[src/rtl/core/kpcalc_pkg.sv]
// Shared types and codes for the keypad four-function calculator.
// No dependencies.
package kpcalc_pkg;

  localparam int unsigned DataW  = 32;
  localparam int unsigned StepW  = $clog2(DataW);
  localparam int unsigned DigitW = 4;

  typedef enum logic [1:0] {
    KEY_DIGIT    = 2'd0,
    KEY_OPERATOR = 2'd1,
    KEY_EQUALS   = 2'd2,
    KEY_CLEAR    = 2'd3
  } key_t;

  typedef enum logic [1:0] {
    KIND_ADD = 2'd0,
    KIND_SUB = 2'd1,
    KIND_MUL = 2'd2,
    KIND_DIV = 2'd3
  } kind_t;

  typedef enum logic [2:0] {
    OP_NONE = 3'd0,
    OP_ADD  = 3'd1,
    OP_SUB  = 3'd2,
    OP_MUL  = 3'd3,
    OP_DIV  = 3'd4
  } op_t;

  typedef enum logic [2:0] {
    ST_IDLE,
    ST_DIGIT,
    ST_MUL,
    ST_DIV,
    ST_EMIT
  } state_t;

endpackage

[src/rtl/core/keypad_four_function_calculator_top.sv]
// Keypad four-function calculator: key transactions in, results out.
// One shared 33-bit add/subtract unit under a small sequencer.
// Depends on kpcalc_pkg.
//
//  channel | handshake          | payload
//  --------+--------------------+------------------------------------------
//  in      | in_valid/in_stall  | in_opcode, in_digit_value, in_operator_kind
//  out     | out_valid/out_stall| out_result_bits, out_divide_error
//
// Operator, clear and idle equals keys finish in ST_IDLE; digit keys do x10 there,
// then +digit in ST_DIGIT. Equals: add/subtract and divide by zero go on to ST_EMIT;
// multiply and divide first run 32 shift-add or restoring steps on the shared adder.
// ST_EMIT waits on a stalled output register. in_stall is high while a key is being
// worked on; a result waits in the output register while the next key is taken.
// Synchronous active-low reset clears state, pending op, entry, first and out_valid.
module keypad_four_function_calculator_top
  import kpcalc_pkg::*;
(
  input  logic              clk,
  input  logic              rst_n,
  input  logic              in_valid,
  output logic              in_stall,
  input  logic [1:0]        in_opcode,
  input  logic [DigitW-1:0] in_digit_value,
  input  logic [1:0]        in_operator_kind,
  output logic              out_valid,
  input  logic              out_stall,
  output logic [DataW-1:0]  out_result_bits,
  output logic              out_divide_error
);

  state_t state_r, state_nxt;
  op_t    pend_r, pend_nxt;
  logic [DataW-1:0]  entry_r, entry_nxt;
  logic [DataW-1:0]  first_r, first_nxt;
  logic [DataW-1:0]  acc_r, acc_nxt;
  logic [DataW-1:0]  wa_r, wa_nxt;
  logic [DataW-1:0]  wb_r, wb_nxt;
  logic [StepW-1:0]  cnt_r, cnt_nxt;
  logic [DigitW-1:0] digit_r, digit_nxt;
  logic              err_r, err_nxt;
  logic              out_valid_r, out_valid_nxt;
  logic [DataW-1:0]  out_res_r, out_res_nxt;
  logic              out_err_r, out_err_nxt;

  logic [DataW:0]    add_a, add_b;
  logic              add_sub;
  logic [DataW+1:0]  sum;
  logic              in_acc;
  key_t              key;

  assign key     = key_t'(in_opcode);
  assign in_acc  = in_valid && !in_stall;
  assign sum     = {1'b0, add_a} + {1'b0, add_b ^ {(DataW+1){add_sub}}}
                 + {{(DataW+1){1'b0}}, add_sub};

  // shared adder operand select
  always_comb begin
    add_a   = '0;
    add_b   = '0;
    add_sub = 1'b0;
    case (state_r)
      ST_IDLE: begin
        if (key == KEY_DIGIT) begin
          add_a = {1'b0, entry_r[DataW-4:0], 3'b000};
          add_b = {1'b0, entry_r[DataW-2:0], 1'b0};
        end else begin
          add_a   = {1'b0, first_r};
          add_b   = {1'b0, entry_r};
          add_sub = (pend_r == OP_SUB);
        end
      end
      ST_DIGIT: begin
        add_a = {1'b0, acc_r};
        add_b = {{(DataW+1-DigitW){1'b0}}, digit_r};
      end
      ST_MUL: begin
        add_a = {1'b0, acc_r};
        add_b = {1'b0, wa_r};
      end
      ST_DIV: begin
        add_a   = {acc_r, wa_r[DataW-1]};
        add_b   = {1'b0, wb_r};
        add_sub = 1'b1;
      end
      default: begin
        add_a = '0;
      end
    endcase
  end

  // sequencer
  always_comb begin
    state_nxt     = state_r;
    pend_nxt      = pend_r;
    entry_nxt     = entry_r;
    first_nxt     = first_r;
    acc_nxt       = acc_r;
    wa_nxt        = wa_r;
    wb_nxt        = wb_r;
    cnt_nxt       = cnt_r;
    digit_nxt     = digit_r;
    err_nxt       = err_r;
    out_valid_nxt = out_valid_r && out_stall;
    out_res_nxt   = out_res_r;
    out_err_nxt   = out_err_r;
    case (state_r)
      ST_IDLE: begin
        if (in_acc) begin
          case (key)
            KEY_DIGIT: begin
              acc_nxt   = sum[DataW-1:0];
              digit_nxt = in_digit_value;
              state_nxt = ST_DIGIT;
            end
            KEY_OPERATOR: begin
              first_nxt = entry_r;
              entry_nxt = '0;
              pend_nxt  = op_t'(3'({1'b0, in_operator_kind}) + 3'd1);
            end
            KEY_CLEAR: begin
              entry_nxt = '0;
              first_nxt = '0;
              pend_nxt  = OP_NONE;
            end
            KEY_EQUALS: begin
              if (pend_r != OP_NONE) begin
                entry_nxt = '0;
                first_nxt = '0;
                pend_nxt  = OP_NONE;
                err_nxt   = 1'b0;
                cnt_nxt   = '0;
                wa_nxt    = first_r;
                wb_nxt    = entry_r;
                case (pend_r)
                  OP_ADD, OP_SUB: begin
                    acc_nxt   = sum[DataW-1:0];
                    state_nxt = ST_EMIT;
                  end
                  OP_MUL: begin
                    acc_nxt   = '0;
                    state_nxt = ST_MUL;
                  end
                  default: begin
                    acc_nxt = '0;
                    if (entry_r == '0) begin
                      err_nxt   = 1'b1;
                      state_nxt = ST_EMIT;
                    end else begin
                      state_nxt = ST_DIV;
                    end
                  end
                endcase
              end
            end
            default: begin
              state_nxt = ST_IDLE;
            end
          endcase
        end
      end
      ST_DIGIT: begin
        entry_nxt = sum[DataW-1:0];
        state_nxt = ST_IDLE;
      end
      ST_MUL: begin
        if (wb_r[0]) begin
          acc_nxt = sum[DataW-1:0];
        end
        wa_nxt  = {wa_r[DataW-2:0], 1'b0};
        wb_nxt  = {1'b0, wb_r[DataW-1:1]};
        cnt_nxt = cnt_r + 1'b1;
        if (cnt_r == '1) begin
          state_nxt = ST_EMIT;
        end
      end
      ST_DIV: begin
        // restoring step: carry out of the subtract means no borrow
        acc_nxt = sum[DataW+1] ? sum[DataW-1:0] : add_a[DataW-1:0];
        wa_nxt  = {wa_r[DataW-2:0], sum[DataW+1]};
        cnt_nxt = cnt_r + 1'b1;
        if (cnt_r == '1) begin
          acc_nxt   = {wa_r[DataW-2:0], sum[DataW+1]};
          state_nxt = ST_EMIT;
        end
      end
      ST_EMIT: begin
        if (!out_valid_r || !out_stall) begin
          out_valid_nxt = 1'b1;
          out_res_nxt   = acc_r;
          out_err_nxt   = err_r;
          state_nxt     = ST_IDLE;
        end
      end
      default: begin
        state_nxt = ST_IDLE;
      end
    endcase
  end

  always_ff @(posedge clk) begin
    if (!rst_n) begin
      state_r     <= ST_IDLE;
      pend_r      <= OP_NONE;
      entry_r     <= '0;
      first_r     <= '0;
      out_valid_r <= 1'b0;
    end else begin
      state_r     <= state_nxt;
      pend_r      <= pend_nxt;
      entry_r     <= entry_nxt;
      first_r     <= first_nxt;
      out_valid_r <= out_valid_nxt;
    end
  end

  always_ff @(posedge clk) begin
    acc_r     <= acc_nxt;
    wa_r      <= wa_nxt;
    wb_r      <= wb_nxt;
    cnt_r     <= cnt_nxt;
    digit_r   <= digit_nxt;
    err_r     <= err_nxt;
    out_res_r <= out_res_nxt;
    out_err_r <= out_err_nxt;
  end

  assign in_stall         = (state_r != ST_IDLE);
  assign out_valid        = out_valid_r;
  assign out_result_bits  = out_res_r;
  assign out_divide_error = out_err_r;

  a_clear_one_cycle: assert property (@(posedge clk) disable iff (!rst_n)
    (in_acc && key == KEY_CLEAR) |=> (!in_stall && pend_r == OP_NONE && entry_r == '0))
    else $error("clear key did not finish in one cycle");

  a_err_zero: assert property (@(posedge clk) disable iff (!rst_n)
    (out_valid && out_divide_error) |-> (out_result_bits == '0))
    else $error("divide error with nonzero result");

  a_step_count: assert property (@(posedge clk) disable iff (!rst_n)
    ((state_r == ST_MUL || state_r == ST_DIV) && cnt_r != '1)
      |=> (state_r == $past(state_r) && cnt_r == $past(cnt_r) + 1'b1))
    else $error("iterative step sequence broken");

  a_no_pending_no_result: assert property (@(posedge clk) disable iff (!rst_n)
    (in_acc && key == KEY_EQUALS && pend_r == OP_NONE) |=> (state_r == ST_IDLE))
    else $error("equals with nothing pending started work");

endmodule
[config.mk]
export PLATFORM = sky130hd
export DESIGN_NAME = keypad_four_function_calculator_top
export DESIGN_NICKNAME = d
export VERILOG_FILES = /design/src/rtl/core/kpcalc_pkg.sv /design/src/rtl/core/keypad_four_function_calculator_top.sv
export SDC_FILE = /design/constraint.sdc
export NUM_CORES = 1
export LEC_CHECK = 0
export BUFFER_PORTS_ARGS = -buffer_cell sky130_fd_sc_hd__clkbuf_2
export CORE_ASPECT_RATIO = 0.8
export CORE_MARGIN = 10
export CORE_UTILIZATION = 55
export DETAILED_ROUTE_END_ITERATION = 10
export GPL_ROUTABILITY_DRIVEN = 0
export GPL_TIMING_DRIVEN = 0
export PLACE_DENSITY = 0.79
export RECOVER_POWER = 50
export SLEW_MARGIN = 20
export SYNTH_ARGS = -nofsm -noshare
export SYNTH_HDL_FRONTEND = slang
export SYNTH_SLANG_ARGS = --single-unit
[constraint.sdc]
create_clock -name clk -period 5.4 [get_ports clk]
set_clock_uncertainty 0.1 [all_clocks]
set_input_delay 0.27 -clock clk [delete_from_list [all_inputs] [get_ports clk]]
set_output_delay 0.27 -clock clk [all_outputs]
set_load 0.02 [all_outputs]
==> impl_metrics.env, run 1 <==
export IMPL_hold_slack_ps=45.2
export IMPL_power_density_mw_per_mm2=545
export IMPL_tritoncts_clock_tree="yes"
export IMPL_outcome="finished, violations left"
export IMPL_post_synth_main_area_contributors="edfxtp_1 (33%), dfxtp_1 (11%), nand2_1 (5.7%), a22oi_1 (5.3%), a21oi_1 (4.2%)"
export IMPL_nature_of_the_critical_path_endpoint="flip-flop"
export IMPL_synth_top_cell_by_area="edfxtp_1"
export IMPL_clkSinkCount=210
export IMPL_r2r_end="acc_r[28]$_DFFE_PP_"
export IMPL_layout_area_overhead_vs_synth_pct=11.7
export IMPL_r2r_worst_path_cells=20
export IMPL_floorplan_initialDensity_pct=55.8
export IMPL_ys_seq_area_share_pct=44.7
export IMPL_total_switching_power_w=0.00337
export IMPL_hold_start="in_operator_kind[0]"
export IMPL_power_share_sequential_pct=31.5
export IMPL_drive_gt1_share_pct=8.81
export IMPL_ys_top_cells_by_count="nand2_1 (190), edfxtp_1 (139), a21oi_1 (104), o21ai_0 (93), a22oi_1 (88)"
export IMPL_violated_checks="max-capacitance violations, max-slew violations"
export IMPL_placement_rows=49
export IMPL_detail_route_wl_per_cell_um=24.8
export IMPL_die_height_um=155
export IMPL_period_share_pct=96.2
export IMPL_grt_overflow=0
export IMPL_antenna_cells_inserted=0
export IMPL_slew_violations=32
export IMPL_yosys_cell_count_top_type="nand2_1"
export IMPL_max_freq_ghz=0.193
export IMPL_post_place_cells=1669
export IMPL_route_antenna_remaining_nets=0
export IMPL_drt_total_wl_um=42400
export IMPL_hold_viol=0
export IMPL_total_global_route_track_usage_pct=27.8
export IMPL_die_area_mm2=0.0292
export IMPL_tightestPinTransition_ps=2490
export IMPL_drc=0
export IMPL_crit_fanout=10
export IMPL_internal_power_w=0.00426
export IMPL_timing_worst_setup_path_type="flip-flop to flip-flop"
export IMPL_initial_antenna_violation_count=0
export IMPL_critical_path_required_ps=5520
export IMPL_dp_final_hpwl_um=29900
export IMPL_clk_pin_slew_ps=60
export IMPL_first_iter_violations=2212
export IMPL_clock_tree_root_driver_cell="clkbuf_16"
export IMPL_instances_no_fill=1714
export IMPL_n_fill_cell=1901
export IMPL_numPortBuffers=45
export IMPL_route_detailed_vias_per_inst=6.82
export IMPL_ir_worst_vdd_uv=261
export IMPL_grt_start_max_net_pins=20
export IMPL_grt_setup_unrepaired="false"
export IMPL_core_mm2=0.0224
export IMPL_p_clk_share_pct=20.2
export IMPL_worstSetupStartpointType="flip-flop"
export IMPL_via_count=11700
export IMPL_dp_slack_ps=-286
export IMPL_synth_seq_cells=210
export IMPL_detailedRoute_firstPassIterationCount=7
export IMPL_setup_viol=0
export IMPL_final_critical_path_setup_slack_ps=206
export IMPL_power_share_switching_pct=44.2
export IMPL_yosysWarnings=0
export IMPL_yosysUniqueCellTypes=64
export IMPL_cts_inserted_buffers=22
export IMPL_syn_nets=1361
export IMPL_grt_pass1_vias=11100
export IMPL_layout_nets=1439
export IMPL_die_width_um=189
export IMPL_most_used_flip_flop_cell_after_synthesis="edfxtp_1"
export IMPL_total_power_w=0.00762
export IMPL_synth_edf_count=139
export IMPL_finalWorstPathRequiredPeriod_ps=5190
export IMPL_worstHoldPathType="input pin to flip-flop"
export IMPL_whs_endpoint="pend_r[0]$_SDFFE_PN0P_"
export IMPL_comb_power_share_pct=48.3
export IMPL_p_leak_nw=4.98
export IMPL_synthesis_area_mm2=0.0125
export IMPL_grt_pass1_wl_um=64200
export IMPL_synth_top_area_share_pct=33.3
export IMPL_insertion_delay_ps=520
export IMPL_placed_cell_area_mm2=0.0133
export IMPL_relSlewSlack_pct=-67.4
export IMPL_clock_tree_htree_level_count=1
export IMPL_design_portCount=47
export IMPL_final_design_area_no_fill_mm2=0.0140
export IMPL_min_path_cells=4
export IMPL_crit_arrival_ps=5320
export IMPL_synth_async_reset_ratio_pct=0
export IMPL_timing_max_cap_violations=2
export IMPL_reg2reg_from="state_r[0]$_SDFFE_PN0P_"
export IMPL_syn_mean_instance_area_um2=9.53
export IMPL_r2r_setup_slack_ps=210
export IMPL_clock_path_buffers=3
export IMPL_netlist_instances=1314
## flip-flops by register name, summed over array words and instances (netlist names), 4 cells and up
name	cells
acc_r	32
cnt_r	5
digit_r	4
entry_r	32
first_r	32
out_result_bits	32
wa_r	32
wb_r	32
## area by class of cell
| cell class | count | area [um2] | share of cell area [%] |
|---|---|---|---|
| Tap cell | 306 | 383 | 2.74 |
| Clock buffer | 32 | 619 | 4.43 |
| Clock inverter | 8 | 92.6 | 0.662 |
| Inverter | 13 | 48.8 | 0.349 |
| Timing Repair Buffer | 54 | 295 | 2.11 |
| Sequential cell | 210 | 5600 | 40.0 |
| Multi-Input combinational cell | 995 | 6520 | 46.6 |
| Buffer | 96 | 432 | 3.09 |
## stage by stage
stage | utilization (%) | TNS [ps]
after global routing | 62.3 | 0
final | 62.3 | 0
after floorplan | - | 0
after global placement | 58.5 | -17760
after detailed placement | 59.2 | -4090
after CTS | 62.7 | 0
## cell usage in the layout, fill, tap and decap left out, types with 29 or more instances in the layout
master	instances
mux2i_1	29
a22oi_1	88
nand3_1	30
ha_1	34
nor2b_1	71
nor3b_1	34
xnor2_1	51
mux2_2	34
edfxtp_1	139
dfxtp_1	71
clkbuf_1	108
a21oi_1	102
o21ai_0	92
nand2_1	189
## critical path: stages, from the launching register on
cell and delay (ps):
dfxtp_1 300, buf_4 170, nor3_4 230, inv_2 160
nor2_1 240, buf_2 300, clkbuf_2 370, a22oi_1 140
o21ai_0 120, xnor2_1 90, ha_1 430, and3_1 200
clkbuf_1 260, a31oi_1 140, a21boi_0 160, o22ai_1 310
o21ai_1 180, o21ai_0 460, xor2_1 180, o211ai_1 150
o21ai_0 190
## repair_timing
action	4_1_cts	5_1_grt
endpoints found under the setup margin	34	36
setup buffers	0	0
hold buffers	5	0
gates resized for setup	8	35
gates cloned	0	0
hold endpoints to repair	5	0
## layer usage
layer	GRT usage, %	part of all wire [%]	up-vias
met3	9.90	15	179
met4	9.13	3.9	0
met2	40.3	40	966
met5	0	0	-
li1	-	-	5052
met1	37.7	40	5497
## cell families (layout without fill, tap and decap cells)
group	count (synthesis)	count (layout)	synth area share, %
AO/OA/AOI/OAI	423	423	22.1
XOR/XNOR	62	62	4.34
adder cells (fa/ha/maj)	35	35	3.56
buffers and inverters	109	203	3.58
flip-flops	210	210	44.7
multiplexers	63	63	5.38
AND/OR/NAND/NOR	412	412	16.4
## worst max path at each step
stage                                  startpoint                   to  slack (ps)  depth (start not counted)
after floorplan           state_r[0]$_SDFFE_PN0P_   acc_r[0]$_DFFE_PP_         880                         22
after global placement    state_r[1]$_SDFFE_PN0P_   wb_r[14]$_DFFE_PP_        -390                          4
after detailed placement             in_opcode[1]  acc_r[30]$_DFFE_PP_        -290                         17
after CTS                 state_r[1]$_SDFFE_PN0P_  acc_r[30]$_DFFE_PP_           8                         17
after global routing      state_r[0]$_SDFFE_PN0P_  acc_r[13]$_DFFE_PP_          20                         21
final                     state_r[0]$_SDFFE_PN0P_  acc_r[28]$_DFFE_PP_         210                         20
## power groups by stage
stage	sequential, W	clock, W	combinational [W]
finish	0.00240	0.00154	0.00368
global route	0.00242	0.00160	0.00390
CTS	0.00238	0.00154	0.00355
detailed placement	0.00241	0	0.00350
global placement	0.00243	0	0.00336
floorplan	0.00237	0	0.00241
Note: power is estimated with default switching activity, not from simulation.
==> run 2, diff against run 1 <==
Settings changed: ABC_AREA set to 1, CELL_PAD_IN_SITES_DETAIL_PLACEMENT set to 0, CELL_PAD_IN_SITES_GLOBAL_PLACEMENT set to 1, CORE_UTILIZATION 55 to 47, PLACE_DENSITY 0.79 to 0.88.
==> run 2 against run 1 <==
Compared with the run above:
- the flow still finishes with violations (max-capacitance violations, max-slew violations)
- core utilization fell by 8.9 points
- worst hold slack improved by 64 ps
- synthesized cell count rose by 23%
- clock power barely moved
- maximum frequency fell by 1.2%
- first-iteration DRC count fell by 9.4%
- non-clock buffer count fell by 10
==> impl_metrics.env, run 2 <==
export IMPL_final_common_cell="nand2_1"
export IMPL_total_power_w=0.00910
export IMPL_design_portCount=47
export IMPL_numPortBuffers=46
export IMPL_period_share_pct=97.3
export IMPL_drt_total_wl_um=49600
export IMPL_synth_top_family_by_area="simple AND/OR/NAND/NOR gates"
export IMPL_detail_route_wl_per_cell_um=23.9
export IMPL_crit_arrival_ps=5430
export IMPL_clock_path_buffers=3
export IMPL_relSlewSlack_pct=-34.3
export IMPL_clkSinkCount=210
export IMPL_outcome="finished, violations left"
export IMPL_syn_mean_instance_area_um2=7.73
export IMPL_insertion_delay_ps=550
export IMPL_post_synth_main_area_contributors="edfxtp_1 (34%), nand2_1 (15%), dfxtp_1 (11%), a21oi_1 (5.9%), o21ai_0 (4.7%)"
export IMPL_initial_antenna_violation_count=0
export IMPL_die_height_um=166
export IMPL_n_fill_cell=2554
export IMPL_grt_overflow=0
export IMPL_grt_start_max_net_pins=21
export IMPL_layout_nets=1747
export IMPL_synth_seq_cells=210
export IMPL_power_density_mw_per_mm2=650
export IMPL_total_global_route_track_usage_pct=28.6
export IMPL_synth_top_cell_by_area="edfxtp_1"
export IMPL_violated_checks="max-capacitance violations, max-slew violations"
export IMPL_critical_path_startpoint="state_r[0]$_SDFFE_PN0P_"
export IMPL_yosys_mux_area_fraction_pct=0
export IMPL_clock_tree_htree_level_count=1
export IMPL_worstSetupStartpointType="flip-flop"
export IMPL_drc=0
export IMPL_synth_edf_count=139
export IMPL_max_freq_ghz=0.190
export IMPL_synthAdderAreaFrac_pct=3.58
export IMPL_nature_of_the_critical_path_endpoint="flip-flop"
export IMPL_ir_worst_vdd_uv=260
export IMPL_antenna_cells_inserted=0
export IMPL_yosys_cell_count_top_type="nand2_1"
export IMPL_die_width_um=202
export IMPL_timing_max_cap_violations=1
export IMPL_clock_tree_root_driver_cell="clkbuf_16"
export IMPL_critical_path_required_ps=5570
export IMPL_grt_setup_unrepaired="false"
export IMPL_tightestPinTransition_ps=2010
export IMPL_yosysWarnings=0
export IMPL_most_common_layout_cells="nand2_1 (495), inv_1 (147), a21oi_1 (146), edfxtp_1 (139), o21ai_0 (115)"
export IMPL_critical_path_max_stage_delay_ps=430
export IMPL_hold_viol=0
export IMPL_crit_fanout=10
export IMPL_dp_final_hpwl_um=36600
export IMPL_reg2reg_from="state_r[0]$_SDFFE_PN0P_"
export IMPL_setup_viol=0
export IMPL_core_mm2=0.0262
export IMPL_synthSimpleGateAreaFrac_pct=22.8
export IMPL_route_antenna_remaining_nets=0
export IMPL_synth_async_reset_ratio_pct=0
export IMPL_ys_seq_area_share_pct=44.9
export IMPL_synth_compound_area_share_pct=17.9
export IMPL_yosysUniqueCellTypes=44
export IMPL_finalWorstPathRequiredPeriod_ps=5260
export IMPL_syn_nets=1659
export IMPL_synthesis_area_mm2=0.0125
export IMPL_cts_inserted_buffers=23
export IMPL_die_area_mm2=0.0335
export IMPL_p_leak_nw=5.71
export IMPL_timing_worst_setup_path_type="flip-flop to flip-flop"
export IMPL_placement_rows=53
export IMPL_tritoncts_clock_tree="yes"
export IMPL_ys_top_cells_by_count="nand2_1 (496), a21oi_1 (146), inv_1 (146), edfxtp_1 (139), o21ai_0 (116)"
export IMPL_first_iter_violations=2003
export IMPL_worstHoldPathType="input pin to flip-flop"
export IMPL_layout_area_overhead_vs_synth_pct=12.4
export IMPL_drive_gt1_share_pct=5.30
export IMPL_grt_pass1_wl_um=73200
export IMPL_worstPathCellList="buf_2 -> inv_2 -> nand3_2 -> clkinvlp_4 -> clkbuf_2 -> a22oi_1 -> o211ai_1 -> xor2_1 -> ha_1 -> nand2_1 -> nand2_1 -> a31oi_2 -> o21ai_0 -> a21oi_1 -> nor2_1 -> nor3_2 -> nand2_4 -> inv_2 -> buf_4 -> o21ai_1 -> nand3_1 -> o21ai_1"
export IMPL_netlist_instances=1612
export IMPL_via_count=12600
export IMPL_critical_path_slowest_cell="ha_1"
export IMPL_detailedRoute_firstPassIterationCount=8
export IMPL_hold_start="in_valid"
export IMPL_slew_violations=17
export IMPL_route_detailed_vias_per_inst=6.06
export IMPL_hold_slack_ps=110
export IMPL_synth_top_area_share_pct=33.5
export IMPL_synth_xor_area_share_pct=3.66
export IMPL_grt_pass1_vias=11800
export IMPL_clk_pin_slew_ps=60
export IMPL_floorplan_initialDensity_pct=47.6
export IMPL_most_used_flip_flop_cell_after_synthesis="edfxtp_1"
==> run 2: metal layers <==
layer / routed length (um) / vias to the layer above / GRT usage [%]
met5: 0 / - / 0
met4: 2180 / 0 / 11.1
met3: 7870 / 143 / 10.7
met2: 19800 / 951 / 40.3
met1: 19700 / 5818 / 38.7
li1: - / 5657 / -
==> run 2: final cells by class <==
cell class              instances  area [um2]  area share (%)
repair buffers                 64         345            2.47
inverters                     155         586            4.18
clock inverters                 8        66.3           0.474
plain buffers                  76         330            2.36
multi-input cells            1170        5980            42.7
clock buffers                  34         647            4.62
flip-flops and latches        210        5600            40.0
well taps                     357         447            3.19
==> run 2: cells by family after synthesis <==
| kind of cell | count (synthesis) |
|---|---|
| xor+xnor | 52 |
| compound gates | 387 |
| simple gates | 696 |
| fa+ha+maj | 35 |
| buf+inv | 232 |
| flops | 210 |
==> run 2: timing repair <==
action                     in CTS  in global routing
setup endpoints to repair      36                 39
setup buffers                   0                  3
hold endpoints to repair       12                  0
resized for setup               6                 13
hold buffers                    8                  0
==> run 2: stage by stage <==
step | area, um2 | setup TNS [ps] | utilization, % | setup WS [ps] | std cells
2_1_floorplan | 12500 | 0 | - | 1680 | 1612
3_3_place_gp | 13100 | -21480 | 50.1 | -441 | 2015
3_5_place_dp | 13300 | -7800 | 50.7 | -329 | 2022
4_1_cts | 14100 | 0 | 53.7 | 1.05 | 2072
5_1_grt | 14000 | 0 | 53.4 | 27.7 | 2074
6_report | 14000 | 0 | 53.4 | 143 | 2074
==> run 2: report_power, final <==
group	internal (W)	leakage, nW	switching, W
registers	0.00247	1.89	0.000372
clock network	0.000876	0.352	0.000684
logic	0.00127	3.47	0.00343
==> run 2: critical path: cells and delay by family, from the launching register on <==
family	cells	cell delay [ps]
DFF	1	300
AOI/OAI and AO/OA	7	1400
xor gates and xnor gates	1	180
adders and majority gates	1	430
and+or+nand+nor	7	1070
buffers and inverters	6	1460
==> run 2: worst paths after layout <==
path | depth (start not counted) | to | slack [ps]
worst max-delay path | 22 | acc_r[0]$_DFFE_PP_ | 140
worst min-delay path | 3 | digit_r[1]$_DFFE_PP_ | 110
worst max register to register | 22 | acc_r[0]$_DFFE_PP_ | 140
worst min register to register | 0 | out_divide_error$_DFFE_PP_ | 320
==> run 3, diff against run 2 <==
Settings changed: CORE_UTILIZATION 47 to 35, PLACE_DENSITY 0.88 to 0.7.
==> run 3 against run 2 <==
Compared with the run above:
- the run now ends clean
- flip-flop and latch count did not move
- maximum frequency fell by 1.3%
- sequential power barely moved
- core utilization is 12 points lower
- count of clock-buffer cells in the layout is 1 lower
- largest cell class unchanged
- clock power rose by 10%
- via count is 2.1% lower
- design area is 2.3% higher
- worst hold slack got worse by 26 ps
- first-iteration DRC count decreased by 27%
==> impl_metrics.env, run 3 (synthesis gave the netlist of run 2 again) <==
export IMPL_final_design_area_no_fill_mm2=0.0143
export IMPL_die_height_um=189
export IMPL_drive_gt1_share_pct=6.34
export IMPL_tightestPinTransition_ps=1060
export IMPL_critical_path_top_delay_family="buffers and inverters"
export IMPL_n_fill_cell=3705
export IMPL_max_freq_ghz=0.188
export IMPL_r2r_setup_slack_ps=70
export IMPL_ir_worst_vdd_uv=306
export IMPL_layout_nets=1746
export IMPL_outcome="completed"
export IMPL_nature_of_the_critical_path_endpoint="flip-flop"
export IMPL_cts_inserted_buffers=25
export IMPL_ff_latch_area_mm2=0.00560
export IMPL_finish_utilization_pct=41.0
export IMPL_route_antenna_remaining_nets=0
export IMPL_via_count=12300
export IMPL_first_iter_violations=1454
export IMPL_clock_tree_root_driver_cell="clkbuf_16"
export IMPL_p_leak_nw=5.81
export IMPL_placed_cell_area_mm2=0.0134
export IMPL_crit_arrival_ps=5510
export IMPL_grt_setup_unrepaired="true"
export IMPL_globalRouteMet2Util_pct=34.2
export IMPL_hold_start="in_valid"
export IMPL_reg2reg_from="state_r[0]$_SDFFE_PN0P_"
export IMPL_tritoncts_clock_tree="yes"
export IMPL_die_width_um=231
export IMPL_clkSinkCount=210
export IMPL_design_portCount=47
export IMPL_numPortBuffers=46
export IMPL_initial_antenna_violation_count=0
export IMPL_period_share_pct=98.6
export IMPL_relSlewSlack_pct=29.4
export IMPL_worstSetupStartpointType="flip-flop"
export IMPL_critical_path_slowest_cell="clkbuf_1"
export IMPL_grt_pass1_wl_um=76700
export IMPL_most_common_layout_cells="nand2_1 (494), inv_1 (146), a21oi_1 (145), edfxtp_1 (139), o21ai_0 (115)"
export IMPL_grt_util_met1_pct=33.3
export IMPL_post_place_cells=2138
export IMPL_instances_no_fill=2190
export IMPL_critPathMostFrequentCell="nand2_1"
export IMPL_worstPathCellList="buf_2 -> inv_2 -> nand3_2 -> clkbuf_2 -> clkbuf_1 -> o211ai_1 -> xor2_1 -> ha_1 -> nand2_1 -> nand2_1 -> a31oi_2 -> o21ai_0 -> a21oi_1 -> nor2_1 -> nor3_2 -> nand2_4 -> buf_2 -> nand2_1 -> nand3_1 -> nand2_1 -> nand2_1"
export IMPL_core_mm2=0.0350
export IMPL_critical_path_buf_inv_count=5
export IMPL_drt_total_wl_um=52900
export IMPL_antenna_cells_inserted=0
export IMPL_dp_final_hpwl_um=40000
export IMPL_detailedRoute_firstPassIterationCount=5
export IMPL_clock_path_buffers=3
export IMPL_route_detailed_vias_per_inst=5.62
export IMPL_worstHoldPathType="input pin to flip-flop"
export IMPL_die_area_mm2=0.0436
export IMPL_cts_setup_buffers=0
export IMPL_layout_area_overhead_vs_synth_pct=14.9
export IMPL_insertion_delay_ps=570
export IMPL_groute_layer_met3_usage_pct=6.91
export IMPL_placement_rows=61
export IMPL_multi_input_comb_area_mm2=0.00600
export IMPL_timing_worst_setup_path_type="flip-flop to flip-flop"
export IMPL_critical_path_max_stage_delay_ps=730
export IMPL_post_route_setup_tns_ps=0
export IMPL_finalWorstPathRequiredPeriod_ps=5330
export IMPL_slew_violations=0
export IMPL_clock_tree_htree_level_count=1
export IMPL_power_density_mw_per_mm2=656
export IMPL_detail_route_wl_per_cell_um=24.2
export IMPL_total_global_route_track_usage_pct=23.6
export IMPL_grt_start_max_net_pins=21
export IMPL_drc=0
export IMPL_timing_max_cap_violations=0
export IMPL_clk_pin_slew_ps=60
export IMPL_grt_pass1_vias=11700
export IMPL_grt_overflow=0
export IMPL_hold_slack_ps=83.3
export IMPL_hold_viol=0
export IMPL_critical_path_startpoint="state_r[0]$_SDFFE_PN0P_"
export IMPL_floorplan_initialDensity_pct=35.6
export IMPL_grt_busiest_layer="met2"
export IMPL_setup_viol=0
export IMPL_final_common_cell="nand2_1"
export IMPL_critical_path_required_ps=5590
export IMPL_crit_fanout=10
[run 3: cell types whose count changed in the layout (fill, tap and decap cells not counted), moves of 2 or more]
| cell | previous run | this run |
|---|---|---|
| buf_16 | 1 | 4 |
| clkbuf_2 | 15 | 20 |
| clkbuf_16 | 23 | 25 |
| clkbuf_4 | 2 | 0 |
| buf_2 | 10 | 13 |
| clkbuf_1 | 94 | 81 |
| clkinv_2 | 4 | 6 |
[run 3: area by class of cell]
| type | count | share of cell area, % |
|---|---|---|
| clock buffers | 33 | 4.72 |
| repair buffers | 62 | 2.88 |
| clock inverters | 13 | 0.935 |
| plain buffers | 75 | 2.25 |
| flip-flops and latches | 210 | 39.1 |
| inverters | 155 | 4.08 |
| multi-input cells | 1170 | 41.9 |
| well taps | 472 | 4.13 |
[run 3: per-layer routing]
| metal | vias to the layer above | part of all wire [%] |
|---|---|---|
| met3 | 84 | 12 |
| li1 | 5663 | - |
| met1 | 5880 | 44 |
| met2 | 673 | 41 |
| met5 | - | 0.15 |
| met4 | 2 | 2.6 |
[run 3: what timing repair did]
action	4_1_cts	5_1_grt
endpoints found under the hold margin	13	0
hold buffers	8	0
endpoints found under the setup margin	43	33
resized for setup	8	10
[run 3: worst paths after layout]
check	to	cells past startpoint
worst min register to register	out_divide_error$_DFFE_PP_	0
worst max register to register	acc_r[22]$_DFFE_PP_	21
worst max-delay path	acc_r[22]$_DFFE_PP_	21
worst min-delay path	digit_r[2]$_DFFE_PP_	3
[run 3: through the flow]
step	total power, W	setup WS (ps)
floorplan	0.00563	1680
global placement	0.00741	-724
detailed placement	0.00752	-575
CTS	0.00925	105
global route	0.00986	-9.84
finish	0.00939	74.5
[run 3: power breakdown]
part / switching (W) / total [W] / internal, W
Sequential: 0.000382 / 0.00284 / 0.00246
Combinational: 0.00350 / 0.00483 / 0.00132
Clock: 0.000738 / 0.00172 / 0.000981
Total: 0.00462 / 0.00939 / 0.00477
[run 3: tightest hold or removal path, stage by stage]
cell,delay [ps]
clkbuf_2,110
inv_1,70
nor2_1,110
